File: src/rtl/imuid_pkg.sv
// Shared types and constants for the IMU impact detector.
// No dependencies; imported by every module of the block.
package imuid_pkg;

  // Configuration register indexes
  localparam int unsigned CFG_IDX_W = 3;
  localparam logic [CFG_IDX_W-1:0] CFG_OFFSET_X       = 3'd0;
  localparam logic [CFG_IDX_W-1:0] CFG_OFFSET_Y       = 3'd1;
  localparam logic [CFG_IDX_W-1:0] CFG_GYRO_SCALE     = 3'd2;
  localparam logic [CFG_IDX_W-1:0] CFG_IMPACT_THR_X   = 3'd3;
  localparam logic [CFG_IDX_W-1:0] CFG_BLOCK_THR_X    = 3'd4;
  localparam logic [CFG_IDX_W-1:0] CFG_YAW_IMPACT_THR = 3'd5;
  localparam logic [CFG_IDX_W-1:0] CFG_SETTLE_SAMPLES = 3'd6;

  // Reset values of the configuration registers
  localparam logic signed [10:0] RST_OFFSET_X       = 11'sd0;
  localparam logic signed [10:0] RST_OFFSET_Y       = 11'sd0;
  localparam logic [15:0]        RST_GYRO_SCALE     = 16'd2621;
  localparam logic signed [15:0] RST_IMPACT_THR_X   = -16'sd200;
  localparam logic signed [15:0] RST_BLOCK_THR_X    = 16'sd50;
  localparam logic [14:0]        RST_YAW_IMPACT_THR = 15'd100;
  localparam logic [7:0]         RST_SETTLE_SAMPLES = 8'd25;

  // Request opcodes
  localparam logic OP_SAMPLE = 1'b0;
  localparam logic OP_START  = 1'b1;

  // Forward impact codes
  localparam logic [1:0] FWD_NONE     = 2'b00;
  localparam logic [1:0] FWD_RIGHT    = 2'b01;
  localparam logic [1:0] FWD_LEFT     = 2'b10;
  localparam logic [1:0] FWD_STRAIGHT = 2'b11;

  // Side tests on y acceleration
  localparam logic signed [15:0] Y_HIT_LEFT    = -16'sd100;
  localparam logic signed [15:0] Y_HIT_RIGHT   = 16'sd100;
  localparam logic signed [15:0] Y_QUIET_LEFT  = 16'sd80;
  localparam logic signed [15:0] Y_QUIET_RIGHT = -16'sd80;

  localparam logic [7:0] COUNT_MAX = 8'd255;

  typedef struct packed {
    logic signed [10:0] offset_x;
    logic signed [10:0] offset_y;
    logic [15:0]        gyro_scale;
    logic signed [15:0] impact_thr_x;
    logic signed [15:0] block_thr_x;
    logic [14:0]        yaw_impact_thr;
    logic [7:0]         settle_samples;
  } cfg_t;

  // Preprocessed request held in the input register
  typedef struct packed {
    logic               op;
    logic               ongoing;
    logic signed [15:0] x;
    logic signed [15:0] y;
    logic signed [15:0] step;
  } front_item_t;

  function automatic logic signed [15:0] sat16(input logic signed [17:0] v);
    logic signed [15:0] r;
    if (v > 18'sd32767) begin
      r = 16'sh7FFF;
    end else if (v < -18'sd32768) begin
      r = 16'sh8000;
    end else begin
      r = v[15:0];
    end
    return r;
  endfunction

endpackage

File: src/rtl/imuid_front.sv
// Input register of the impact detector: negates and offsets the accelerations
// and forms the rounded fixed-point yaw step. Depends on imuid_pkg.
module imuid_front
  import imuid_pkg::*;
(
  input  logic               clk,
  input  logic               rst,
  input  cfg_t               cfg,
  input  logic               in_valid,
  output logic               in_stall,
  input  logic               op,
  input  logic               ongoing,
  input  logic signed [15:0] accel_x_raw,
  input  logic signed [15:0] accel_y_raw,
  input  logic signed [15:0] gyro_z_rate,
  input  logic               down_free,
  output logic               advance,
  output front_item_t        item
);

  logic              item_valid;
  logic              load;
  logic signed [17:0] x_wide;
  logic signed [17:0] y_wide;
  logic signed [32:0] prod;
  logic signed [33:0] prod_rnd;
  front_item_t       item_next;

  assign advance  = item_valid && down_free;
  assign in_stall = item_valid && !down_free;
  assign load     = in_valid && !in_stall;

  always_comb begin
    x_wide   = -{{2{accel_x_raw[15]}}, accel_x_raw} + {{7{cfg.offset_x[10]}}, cfg.offset_x};
    y_wide   = -{{2{accel_y_raw[15]}}, accel_y_raw} + {{7{cfg.offset_y[10]}}, cfg.offset_y};
    prod     = gyro_z_rate * $signed({1'b0, cfg.gyro_scale});
    // round to nearest, halves upward, then drop 16 fraction bits
    prod_rnd = {prod[32], prod} + 34'sd32768;
    item_next.op      = op;
    item_next.ongoing = ongoing;
    item_next.x       = sat16(x_wide);
    item_next.y       = sat16(y_wide);
    item_next.step    = prod_rnd[31:16];
  end

  always_ff @(posedge clk) begin
    if (rst) begin
      item_valid <= 1'b0;
    end else if (load) begin
      item_valid <= 1'b1;
    end else if (advance) begin
      item_valid <= 1'b0;
    end
  end

  always_ff @(posedge clk) begin
    if (load) begin
      item <= item_next;
    end
  end

endmodule

File: src/rtl/imuid_track.sv
// Tracking state of the impact detector: yaw integration, extremes, impact
// tests and the result valid. The state registers drive the result fields.
// Depends on imuid_pkg.
module imuid_track
  import imuid_pkg::*;
(
  input  logic               clk,
  input  logic               rst,
  input  cfg_t               cfg,
  input  logic               advance,
  input  front_item_t        item,
  output logic               down_free,
  output logic               out_valid,
  input  logic               out_stall,
  output logic [1:0]         impact_forward,
  output logic               impact_left,
  output logic               impact_right,
  output logic signed [31:0] yaw_total,
  output logic signed [15:0] peak_x,
  output logic signed [15:0] trough_x,
  output logic signed [15:0] peak_y,
  output logic signed [15:0] trough_y,
  output logic signed [15:0] peak_yaw_step,
  output logic signed [15:0] trough_yaw_step
);

  logic [7:0]         sample_count;
  logic [7:0]         sample_count_next;
  logic [1:0]         forward_code_next;
  logic               left_flag_next;
  logic               right_flag_next;
  logic signed [31:0] yaw_acc_next;
  logic signed [15:0] x_max_next;
  logic signed [15:0] x_min_next;
  logic signed [15:0] y_max_next;
  logic signed [15:0] y_min_next;
  logic signed [15:0] step_max_next;
  logic signed [15:0] step_min_next;
  logic signed [32:0] yaw_sum;
  logic signed [16:0] thr_pos;
  logic signed [16:0] thr_neg;
  logic               settled;

  assign down_free = !out_valid || !out_stall;

  always_comb begin
    yaw_sum = {yaw_total[31], yaw_total} + {{17{item.step[15]}}, item.step};
    thr_pos = $signed({2'b00, cfg.yaw_impact_thr});
    thr_neg = -thr_pos;

    sample_count_next = sample_count;
    forward_code_next = impact_forward;
    left_flag_next    = impact_left;
    right_flag_next   = impact_right;
    yaw_acc_next      = yaw_total;
    x_max_next        = peak_x;
    x_min_next        = trough_x;
    y_max_next        = peak_y;
    y_min_next        = trough_y;
    step_max_next     = peak_yaw_step;
    step_min_next     = trough_yaw_step;
    settled           = 1'b0;

    if (item.op == OP_START) begin
      sample_count_next = '0;
      forward_code_next = FWD_NONE;
      left_flag_next    = 1'b0;
      right_flag_next   = 1'b0;
      yaw_acc_next      = '0;
      x_max_next        = '0;
      x_min_next        = '0;
      y_max_next        = '0;
      y_min_next        = '0;
      step_max_next     = '0;
      step_min_next     = '0;
    end else begin
      if (yaw_sum[32] != yaw_sum[31]) begin
        yaw_acc_next = yaw_sum[32] ? 32'sh8000_0000 : 32'sh7FFF_FFFF;
      end else begin
        yaw_acc_next = yaw_sum[31:0];
      end
      if (sample_count != COUNT_MAX) begin
        sample_count_next = sample_count + 8'd1;
      end
      if (item.ongoing) begin
        settled = sample_count_next >= cfg.settle_samples;
        if (item.x < trough_x)              x_min_next    = item.x;
        if (item.x > peak_x)                x_max_next    = item.x;
        if (item.y < trough_y)              y_min_next    = item.y;
        if (item.y > peak_y)                y_max_next    = item.y;
        if (item.step > peak_yaw_step)      step_max_next = item.step;
        if (item.step < trough_yaw_step)    step_min_next = item.step;

        if (item.x < cfg.impact_thr_x || (settled && x_max_next < cfg.block_thr_x)) begin
          if ($signed({step_min_next[15], step_min_next}) < thr_neg) begin
            forward_code_next = FWD_RIGHT;
          end else if ($signed({step_max_next[15], step_max_next}) > thr_pos) begin
            forward_code_next = FWD_LEFT;
          end else begin
            forward_code_next = FWD_STRAIGHT;
          end
        end
        if (item.y < Y_HIT_LEFT || (settled && y_max_next < Y_QUIET_LEFT)) begin
          left_flag_next = 1'b1;
        end
        if (item.y > Y_HIT_RIGHT || (settled && y_min_next > Y_QUIET_RIGHT)) begin
          right_flag_next = 1'b1;
        end
      end
    end
  end

  always_ff @(posedge clk) begin
    if (rst) begin
      out_valid       <= 1'b0;
      sample_count    <= '0;
      impact_forward  <= FWD_NONE;
      impact_left     <= 1'b0;
      impact_right    <= 1'b0;
      yaw_total       <= '0;
      peak_x          <= '0;
      trough_x        <= '0;
      peak_y          <= '0;
      trough_y        <= '0;
      peak_yaw_step   <= '0;
      trough_yaw_step <= '0;
    end else begin
      if (advance) begin
        out_valid <= 1'b1;
      end else if (!out_stall) begin
        out_valid <= 1'b0;
      end
      // state only moves when the result slot is free, so it doubles as the result
      if (advance) begin
        sample_count    <= sample_count_next;
        impact_forward  <= forward_code_next;
        impact_left     <= left_flag_next;
        impact_right    <= right_flag_next;
        yaw_total       <= yaw_acc_next;
        peak_x          <= x_max_next;
        trough_x        <= x_min_next;
        peak_y          <= y_max_next;
        trough_y        <= y_min_next;
        peak_yaw_step   <= step_max_next;
        trough_yaw_step <= step_min_next;
      end
    end
  end

endmodule

File: src/rtl/imu_impact_detector.sv
// Top level of the IMU impact detector: configuration registers, input stage
// and tracking stage. Depends on imuid_pkg, imuid_front and imuid_track.
//
//   channel  handshake              payload
//   in       in_valid / in_stall    op, ongoing, accel_x_raw, accel_y_raw, gyro_z_rate
//   out      out_valid / out_stall  impact_forward .. trough_yaw_step (one per request)
//   cfg      cfg_valid / cfg_ready  cfg_index, cfg_data (cfg_ready always high)
//
// Each request gives one result; one request per cycle while out_stall is low.
// The input register holds the offset accelerations and the 16x16 yaw step product;
// the tracking stage adds the step, updates the extremes and runs the impact tests.
// Reset (rst, synchronous) restores default configuration and clears all tracking.
// A stalled result holds the state; the input register still takes one more request.
module imu_impact_detector
  import imuid_pkg::*;
(
  input  logic                 clk,
  input  logic                 rst,
  input  logic                 in_valid,
  output logic                 in_stall,
  input  logic                 op,
  input  logic                 ongoing,
  input  logic signed [15:0]   accel_x_raw,
  input  logic signed [15:0]   accel_y_raw,
  input  logic signed [15:0]   gyro_z_rate,
  output logic                 out_valid,
  input  logic                 out_stall,
  output logic [1:0]           impact_forward,
  output logic                 impact_left,
  output logic                 impact_right,
  output logic signed [31:0]   yaw_total,
  output logic signed [15:0]   peak_x,
  output logic signed [15:0]   trough_x,
  output logic signed [15:0]   peak_y,
  output logic signed [15:0]   trough_y,
  output logic signed [15:0]   peak_yaw_step,
  output logic signed [15:0]   trough_yaw_step,
  input  logic                 cfg_valid,
  output logic                 cfg_ready,
  input  logic [CFG_IDX_W-1:0] cfg_index,
  input  logic [15:0]          cfg_data
);

  cfg_t        cfg;
  front_item_t item;
  logic        advance;
  logic        down_free;

  assign cfg_ready = 1'b1;

  always_ff @(posedge clk) begin
    if (rst) begin
      cfg.offset_x       <= RST_OFFSET_X;
      cfg.offset_y       <= RST_OFFSET_Y;
      cfg.gyro_scale     <= RST_GYRO_SCALE;
      cfg.impact_thr_x   <= RST_IMPACT_THR_X;
      cfg.block_thr_x    <= RST_BLOCK_THR_X;
      cfg.yaw_impact_thr <= RST_YAW_IMPACT_THR;
      cfg.settle_samples <= RST_SETTLE_SAMPLES;
    end else if (cfg_valid && cfg_ready) begin
      unique case (cfg_index)
        CFG_OFFSET_X:       cfg.offset_x       <= cfg_data[10:0];
        CFG_OFFSET_Y:       cfg.offset_y       <= cfg_data[10:0];
        CFG_GYRO_SCALE:     cfg.gyro_scale     <= cfg_data;
        CFG_IMPACT_THR_X:   cfg.impact_thr_x   <= cfg_data;
        CFG_BLOCK_THR_X:    cfg.block_thr_x    <= cfg_data;
        CFG_YAW_IMPACT_THR: cfg.yaw_impact_thr <= cfg_data[14:0];
        CFG_SETTLE_SAMPLES: cfg.settle_samples <= cfg_data[7:0];
        default: ;  // drop writes to unknown indexes
      endcase
    end
  end

  imuid_front u_front (
    .clk         (clk),
    .rst         (rst),
    .cfg         (cfg),
    .in_valid    (in_valid),
    .in_stall    (in_stall),
    .op          (op),
    .ongoing     (ongoing),
    .accel_x_raw (accel_x_raw),
    .accel_y_raw (accel_y_raw),
    .gyro_z_rate (gyro_z_rate),
    .down_free   (down_free),
    .advance     (advance),
    .item        (item)
  );

  imuid_track u_track (
    .clk             (clk),
    .rst             (rst),
    .cfg             (cfg),
    .advance         (advance),
    .item            (item),
    .down_free       (down_free),
    .out_valid       (out_valid),
    .out_stall       (out_stall),
    .impact_forward  (impact_forward),
    .impact_left     (impact_left),
    .impact_right    (impact_right),
    .yaw_total       (yaw_total),
    .peak_x          (peak_x),
    .trough_x        (trough_x),
    .peak_y          (peak_y),
    .trough_y        (trough_y),
    .peak_yaw_step   (peak_yaw_step),
    .trough_yaw_step (trough_yaw_step)
  );

  // Extremes start at zero, so the peak never drops below the trough or zero.
  a_extremes_ordered: assert property (@(posedge clk) disable iff (rst)
    peak_x >= 16'sd0 && trough_x <= 16'sd0 && peak_y >= 16'sd0 && trough_y <= 16'sd0
    && peak_yaw_step >= trough_yaw_step)
    else $error("tracked extremes out of order");

  // A start request leaves the cleared state as its result.
  a_start_clears: assert property (@(posedge clk) disable iff (rst)
    advance && item.op == OP_START |=> yaw_total == 32'sd0 && impact_forward == FWD_NONE
    && !impact_left && !impact_right)
    else $error("start request did not clear tracking");

  // Impact flags are sticky unless a start request passes.
  a_flags_sticky: assert property (@(posedge clk) disable iff (rst)
    (impact_left || impact_right) && !(advance && item.op == OP_START)
    |=> impact_left >= $past(impact_left) && impact_right >= $past(impact_right))
    else $error("impact flag dropped without a start request");

  // The input side stalls only while a result is held back.
  a_stall_cause: assert property (@(posedge clk) disable iff (rst)
    in_stall |-> out_valid && out_stall)
    else $error("input stalled with a free result slot");

endmodule
File: config.mk
export PLATFORM = sky130hd
export DESIGN_NAME = imu_impact_detector
export DESIGN_NICKNAME = d
export VERILOG_FILES = /design/src/rtl/imuid_pkg.sv /design/src/rtl/imuid_front.sv /design/src/rtl/imuid_track.sv /design/src/rtl/imu_impact_detector.sv
export SDC_FILE = /design/constraint.sdc
export NUM_CORES = 2
export LEC_CHECK = 0
export ABC_AREA = 0
export BUFFER_PORTS_ARGS = -buffer_cell sky130_fd_sc_hd__buf_2
export CAP_MARGIN = 20
export CORE_MARGIN = 3
export CORE_UTILIZATION = 50
export CTS_CLUSTER_DIAMETER = 200
export CTS_CLUSTER_SIZE = 24
export DETAILED_ROUTE_END_ITERATION = 6
export MAX_ROUTING_LAYER = met4
export PLACE_DENSITY_LB_ADDON = 0.25
export SLEW_MARGIN = 20
export SYNTH_ARGS = -nofsm -noshare
export SYNTH_HDL_FRONTEND = slang
export SYNTH_SLANG_ARGS = --single-unit
File: constraint.sdc
create_clock -name clk -period 8.04 [get_ports clk]
set_input_delay 1.206 -clock clk [delete_from_list [all_inputs] [get_ports clk]]
set_output_delay 1.206 -clock clk [all_outputs]
set_load 0.01 [all_outputs]
## Word level (Yosys, flattened, before mapping)

Index checks and enable logic that the tools add are counted.

| word-level totals | value |
|---|---|
| register bits | 285 |
| output and inout port bits | 135 |
| logic and storage cells | 146 |

| cells by class | value |
|---|---|
| add/sub/neg operators | 8 |
| multipliers | 1 |
| $lt $le $gt $ge | 19 |
| equal/unequal tests | 9 |
| mux-type cells | 51 |
| reduce and logical (&&, ||, !) cells | 33 |

Operators by type and width:

| cell | count |
|---|---|
| $mux 16 | 30 |
| $mux 32 | 3 |
| $lt 16x16->1 | 5 |
| $gt 16x16->1 | 4 |
| $add 18x18->18 | 2 |
| $gt 18x16->1 const B | 2 |
| $lt 18x16->1 const B | 2 |
| $neg 18->18 | 2 |
| $add 32x16->33 | 1 |
| $add 32x17->32 const B | 1 |
| $gt 16x8->1 const B | 2 |
| $lt 16x8->1 const B | 2 |
| $mul 16x17->32 | 1 |
| $mux 8 | 3 |
| $lt 16x17->1 | 1 |
| $neg 15->17 | 1 |
| $reduce_and 2->1 | 8 |
| $reduce_and 3->1 | 4 |
| $reduce_bool 2->1 | 6 |
| $mux 1 | 11 |
| $eq 3x3->1 const B | 3 |
| $add 8x1->8 const B | 1 |
| $ge 8x8->1 | 1 |
| $mux 2 | 4 |
| other kinds (9) | 21 |

## Logic depth before layout (Yosys ltp)

| depth | value |
|---|---|
| depth after elaboration | 10 |
| gate-level depth with buffers | 24 |
| mapped depth without buffers | 23 |

## Modules after synthesis

A second synthesis with hierarchy kept.

| unflattened totals | value |
|---|---|
| cells, all modules | 3183 |
| area total of the unflattened synthesis | 27935.5 um2 |

By module, submodules not included:

| module | times used | cells an instance | area an instance (um2) | seq. area each (um2) |
|---|---|---|---|---|
| imuid_front | 1 | 1349 | 12310.6 | 1521.5 |
| imuid_track | 1 | 1484 | 11888.9 | 2822.7 |
| imu_impact_detector | 1 | 350 | 3736.1 | 1861.8 |

## Least setup slack after synthesis

Ideal clock, no wire load.

| timing path | value |
|---|---|
| path type | input -> register |
| from | in gyro_z_rate[9] |
| to | reg, netlist name u_front.item[15] |
| setup time | 0.260 ns |
| arrival time | 6.565 ns |
| data required time | 7.780 ns |
| slack | 1.215 ns |
| stages on the path | 22 |
| buffers on the path | 1 |
| cell sequence | clkbuf_1 nand2_1 fa_1 inv_1 fa_1 inv_1 fa_1 inv_1 fa_1 fa_1 inv_1 fa_1 inv_1 ha_1 nand4_1 o311ai_0 a31oi_1 a21oi_1 a21oi_1 o21ai_0 a21oi_1 xnor2_1 |

RTL lines:

| item | line | RTL |
|---|---|---|
| from (decl) | imu_impact_detector.sv:25 | `input logic signed [15:0] gyro_z_rate,` |

==> summary by stage <==
Status
The run finished with clean final reports.

Finish
The synthesis-to-layout area growth is 8.022%. The post-route netlist has 9.764% of its cells at a drive strength greater than 1. For this run, the post-layout net count is 3824. The final instance count without filler cells is 3902.

Detailed routing
The final layout contains routed wiring with a total length of 72.49 mm. The average wire length per cell after detail routing is 18.58 um. The post-detailed-route via-to-cell ratio is 5.645. The final routed DRC violation total is 0. The remaining antenna violation count after routing is 0. The detailed router placed 22030 vias in this run. The total iterations of the first detailed-routing run is 5. After the first detailed-routing iteration, the DRC count stood at 1477.

Synthesis
The number of warnings issued by yosys is 0. Each instance of the synthesized netlist takes up on average 8.557 um2. Synthesis produced 3073 cells. The cell area after synthesis is 26300 um2. Synthesis instantiated 74 different standard cells from the library. After synthesis, flip-flops and latches occupy 23.60% of the total area. The primary flip-flop cell chosen by synthesis mapping is sky130_fd_sc_hd__dfxtp_1. The post-synthesis net count is 3687. Synthesis inferred 285 register bits. Of all flip-flops after synthesis, the portion carrying an async set or reset was 0%. Counting flops with a built-in enable in the synthesized netlist gives 50.

STA
The post-route fraction of the period consumed by the critical path is 86.40%. The headroom to the max-slew limit is 21.90%. The highest achievable clock rate is 144.0 MHz.

The final critical delay including setup and external delays is 6946 ps. The transition at the pin with the smallest max-transition slack is 1172 ps. The hold violation total from the final report came to 0.

The max-slew violation count is 0. Setup repair after global routing left no endpoint under its margin. The final setup violation count is 0. Across all hold checks on the routed design, the worst slack comes to 460.4 ps. In the post-route analysis, the smallest setup slack over all paths is 1094 ps. For the final database, setup skew stands at 36.69 ps.

After routing, the total negative slack on setup checks comes to 0 ps.

Power and ir drop
The peak ir drop on the vdd network is 270.4 uV. Of the total power, the clock network draws 14.8%. The internal power contribution is 3.259 mW. The logic gate share of total power is 52.9%. Power spread over the standard cell area amounts to 196.6 nW/um2. The leakage component of the power is 13.28 nW.

The analysis attributes to net switching a power of 2.326 mW. The switching part of the total power is 41.65%. Sequential cells account for 32.2% of the total power.

GRT
The initial antenna violation count came to 6. The first global-routing pass estimated 117.6 mm of wire. The maximum number of pins on one net before global-route repair is 85. The via count of the first global-routing pass is 22370.

Global routing used 26.59% of the available tracks. After global routing the overflow that remains totals 0.

Clock tree
The post-CTS setup buffer count is 0. The buffer depth of the longest clock path is 3. The number of hold buffers added after CTS was 0. The insertion delay of the later-clocked pin in the worst-skew pair is 530 ps. For this design, the sink count on the clock tree is 285. In this run, post-CTS repair resized a total of 0 instances. The TritonCTS clock tree is done.

In this run, CTS created clock tree buffers numbering 15. Clock-pin slew was measured on the worst setup and hold paths at 90 ps. The depth of the CTS H-tree is 1. The cell at the root of the clock tree is sky130_fd_sc_hd__clkbuf_16.

Floorplanning
Once the floorplan was initialized, standard cells occupied 50.84% of the core. The area enclosed by the die boundary is 55380 um2. Pin placement for this block handled 209 I/O pins.

The floorplan has 83 rows. The floorplan step set the die width to 235.3 um. The placeable core area is 51720 um2. The die extent in y is 235.3 um.

Placement
In this run the tool buffered the top-level ports with 207 buffer cells. The worst-case setup slack after placement is 668.3 ps. The number of placed instances, taps included, is 3873. Detailed placement finished with a half-perimeter wire length of 58.06 mm. At the end of routability-driven placement, the weighted congestion stood at 0.9317.

Worst setup path
The path type of the worst setup path is input pin to flip-flop. The maximum fanout count along the critical path is 16. Grouping stages by cell kind, the critical path spends the most delay in adder cells.

The critical path data arrival time is 7190 ps. Counting stages on the worst path, the most repeated cell is sky130_fd_sc_hd__fa_1. For this run, the slowest stage of the critical path takes 580 ps.

The setup slack of the most critical reg-to-reg path is 1200 ps. The slowest stage of the critical path belongs to the cell sky130_fd_sc_hd__fa_1. STA puts the critical path data required time at 8290 ps. The critical path startpoint category is an input pin. The signal on the critical path passes through buf_2 -> nand2_1 -> fa_1 -> inv_1 -> fa_1 -> inv_1 -> fa_1 -> inv_1 -> fa_1 -> fa_1 -> inv_1 -> fa_1 -> inv_1 -> ha_1 -> nand4_1 -> o311ai_0 -> a31oi_1 -> a21oi_1 -> and3_1 -> o22ai_1 -> o21ba_2 -> xnor2_1.

The type of element capturing the critical path is a flip-flop. The number of buffers and inverters on the critical path is 6.

Job
The count of max-cap constraint violations is 0.

Hold path
The type of the tightest min-delay check is flip-flop to flip-flop.
state kept, by name, summed over array words and instances (netlist names), 2 cells and up:
signal and cells:
u_front.item 50, u_track.impact_forward 2, u_track.trough_yaw_step 16, u_track.peak_yaw_step 16, u_track.trough_y 16, u_track.sample_count 8
u_track.peak_y 16, u_track.yaw_total 32, u_track.peak_x 16, cfg 93, u_track.trough_x 16
synthesized netlist by cell type, types with 50 or more instances:
library cell / n / area (um2)
sky130_fd_sc_hd__fa_1: 196 / 3924
sky130_fd_sc_hd__inv_1: 456 / 1712
sky130_fd_sc_hd__a21o_1: 69 / 518.0
sky130_fd_sc_hd__dfxtp_1: 235 / 4705
sky130_fd_sc_hd__edfxtp_1: 50 / 1501
sky130_fd_sc_hd__ha_1: 344 / 4304
sky130_fd_sc_hd__nor2_1: 167 / 626.9
sky130_fd_sc_hd__o21ai_0: 103 / 515.5
sky130_fd_sc_hd__a22oi_1: 52 / 390.4
sky130_fd_sc_hd__a21oi_1: 191 / 955.9
sky130_fd_sc_hd__and2_1: 117 / 732.0
sky130_fd_sc_hd__nand2_1: 423 / 1588
sky130_fd_sc_hd__xnor2_1: 62 / 543.0
sky130_fd_sc_hd__clkbuf_1: 94 / 352.8
final cells by class:
class,instances,area (um2)
well taps,680,850.8
clock inverters,2,13.76
repair buffers,224,1166
fillers,4802,23310
clock buffers,21,397.9
flip-flops and latches,285,6206
diodes,6,15.01
multi-input cells,2228,18040
inverters,456,1712
logic make-up (layout without fill, tap and decap cells):
group	count (synthesis)	in the layout	share of synthesized area (%)
buf+inv	560	703	8.037
mux	70	70	2.950
compound gates	619	619	15.35
fa+ha+maj	540	540	31.29
xor+xnor	83	83	2.765
other cells	1	7	0.01426
flops	285	285	23.60
simple gates	915	915	16.00
placed cells by master (no fill, tap or decap), types with 8 or more instances in the layout:
master	n
sky130_fd_sc_hd__nor2_1	164
sky130_fd_sc_hd__o21ai_0	102
sky130_fd_sc_hd__a22oi_1	52
sky130_fd_sc_hd__buf_2	206
sky130_fd_sc_hd__edfxtp_1	50
sky130_fd_sc_hd__o21a_1	21
sky130_fd_sc_hd__and2_1	117
sky130_fd_sc_hd__buf_4	18
sky130_fd_sc_hd__a21o_1	69
sky130_fd_sc_hd__a211o_1	8
sky130_fd_sc_hd__nand2_1	423
sky130_fd_sc_hd__nand3_1	35
sky130_fd_sc_hd__a31oi_1	13
sky130_fd_sc_hd__ha_1	344
sky130_fd_sc_hd__o211ai_1	31
sky130_fd_sc_hd__o21bai_1	20
sky130_fd_sc_hd__mux2i_1	22
sky130_fd_sc_hd__nand2b_1	33
sky130_fd_sc_hd__a22o_1	32
sky130_fd_sc_hd__a21oi_1	189
sky130_fd_sc_hd__nor3_1	27
sky130_fd_sc_hd__nor2b_1	31
sky130_fd_sc_hd__xnor2_1	61
sky130_fd_sc_hd__dfxtp_1	235
sky130_fd_sc_hd__nor4_1	9
sky130_fd_sc_hd__inv_1	456
sky130_fd_sc_hd__nand4_1	34
sky130_fd_sc_hd__and3_1	11
sky130_fd_sc_hd__a211oi_1	15
sky130_fd_sc_hd__fa_1	196
sky130_fd_sc_hd__clkbuf_16	15
sky130_fd_sc_hd__mux2_2	46
sky130_fd_sc_hd__xor2_1	21
tightest hold or removal path, cell delays in order, from the launching register on:
cell	delay, ps
sky130_fd_sc_hd__dfxtp_1	320
sky130_fd_sc_hd__nand2_1	50
sky130_fd_sc_hd__a21oi_1	50
final timing paths:
kind | depth (start not counted) | endpoint | startpoint
min reg2reg | 2 | cfg[40]$_SDFFE_PP0P_ | cfg[40]$_SDFFE_PP0P_
max | 22 | u_front.item[13]$_DFFE_PP_ | gyro_z_rate[9]
min | 2 | cfg[40]$_SDFFE_PP0P_ | cfg[40]$_SDFFE_PP0P_
max reg2reg | 21 | u_front.item[13]$_DFFE_PP_ | cfg[60]$_SDFFE_PP1P_
metrics by stage:
stage / utilization [%] / area [um2] / power, mW
2_1_floorplan: - / 26300 / 3.994
3_3_place_gp: 54.08 / 27970 / 4.682
3_5_place_dp: 54.08 / 27970 / 4.784
4_1_cts: 54.88 / 28380 / 5.623
5_1_grt: 54.92 / 28400 / 6.128
6_report: 54.92 / 28400 / 5.585
power by group through the flow:
stage / registers (mW) / clock network, mW / logic, mW
floorplan: 1.73 / 0 / 2.26
global placement: 1.83 / 0 / 2.85
detailed placement: 1.83 / 0 / 2.95
CTS: 1.80 / 0.851 / 2.98
global route: 1.81 / 0.899 / 3.42
finish: 1.80 / 0.829 / 2.96
metal layers:
layer  global-route usage (%)  routed length [um]  part of all wire [%]
met5                        -                   0                     0
met4                    7.522                1980                   2.7
met3                    3.585                4001                   5.5
met2                    43.24               34020                    47
met1                    34.94               32490                    45
No activity file was read; power rests on OpenSTA's default activity.
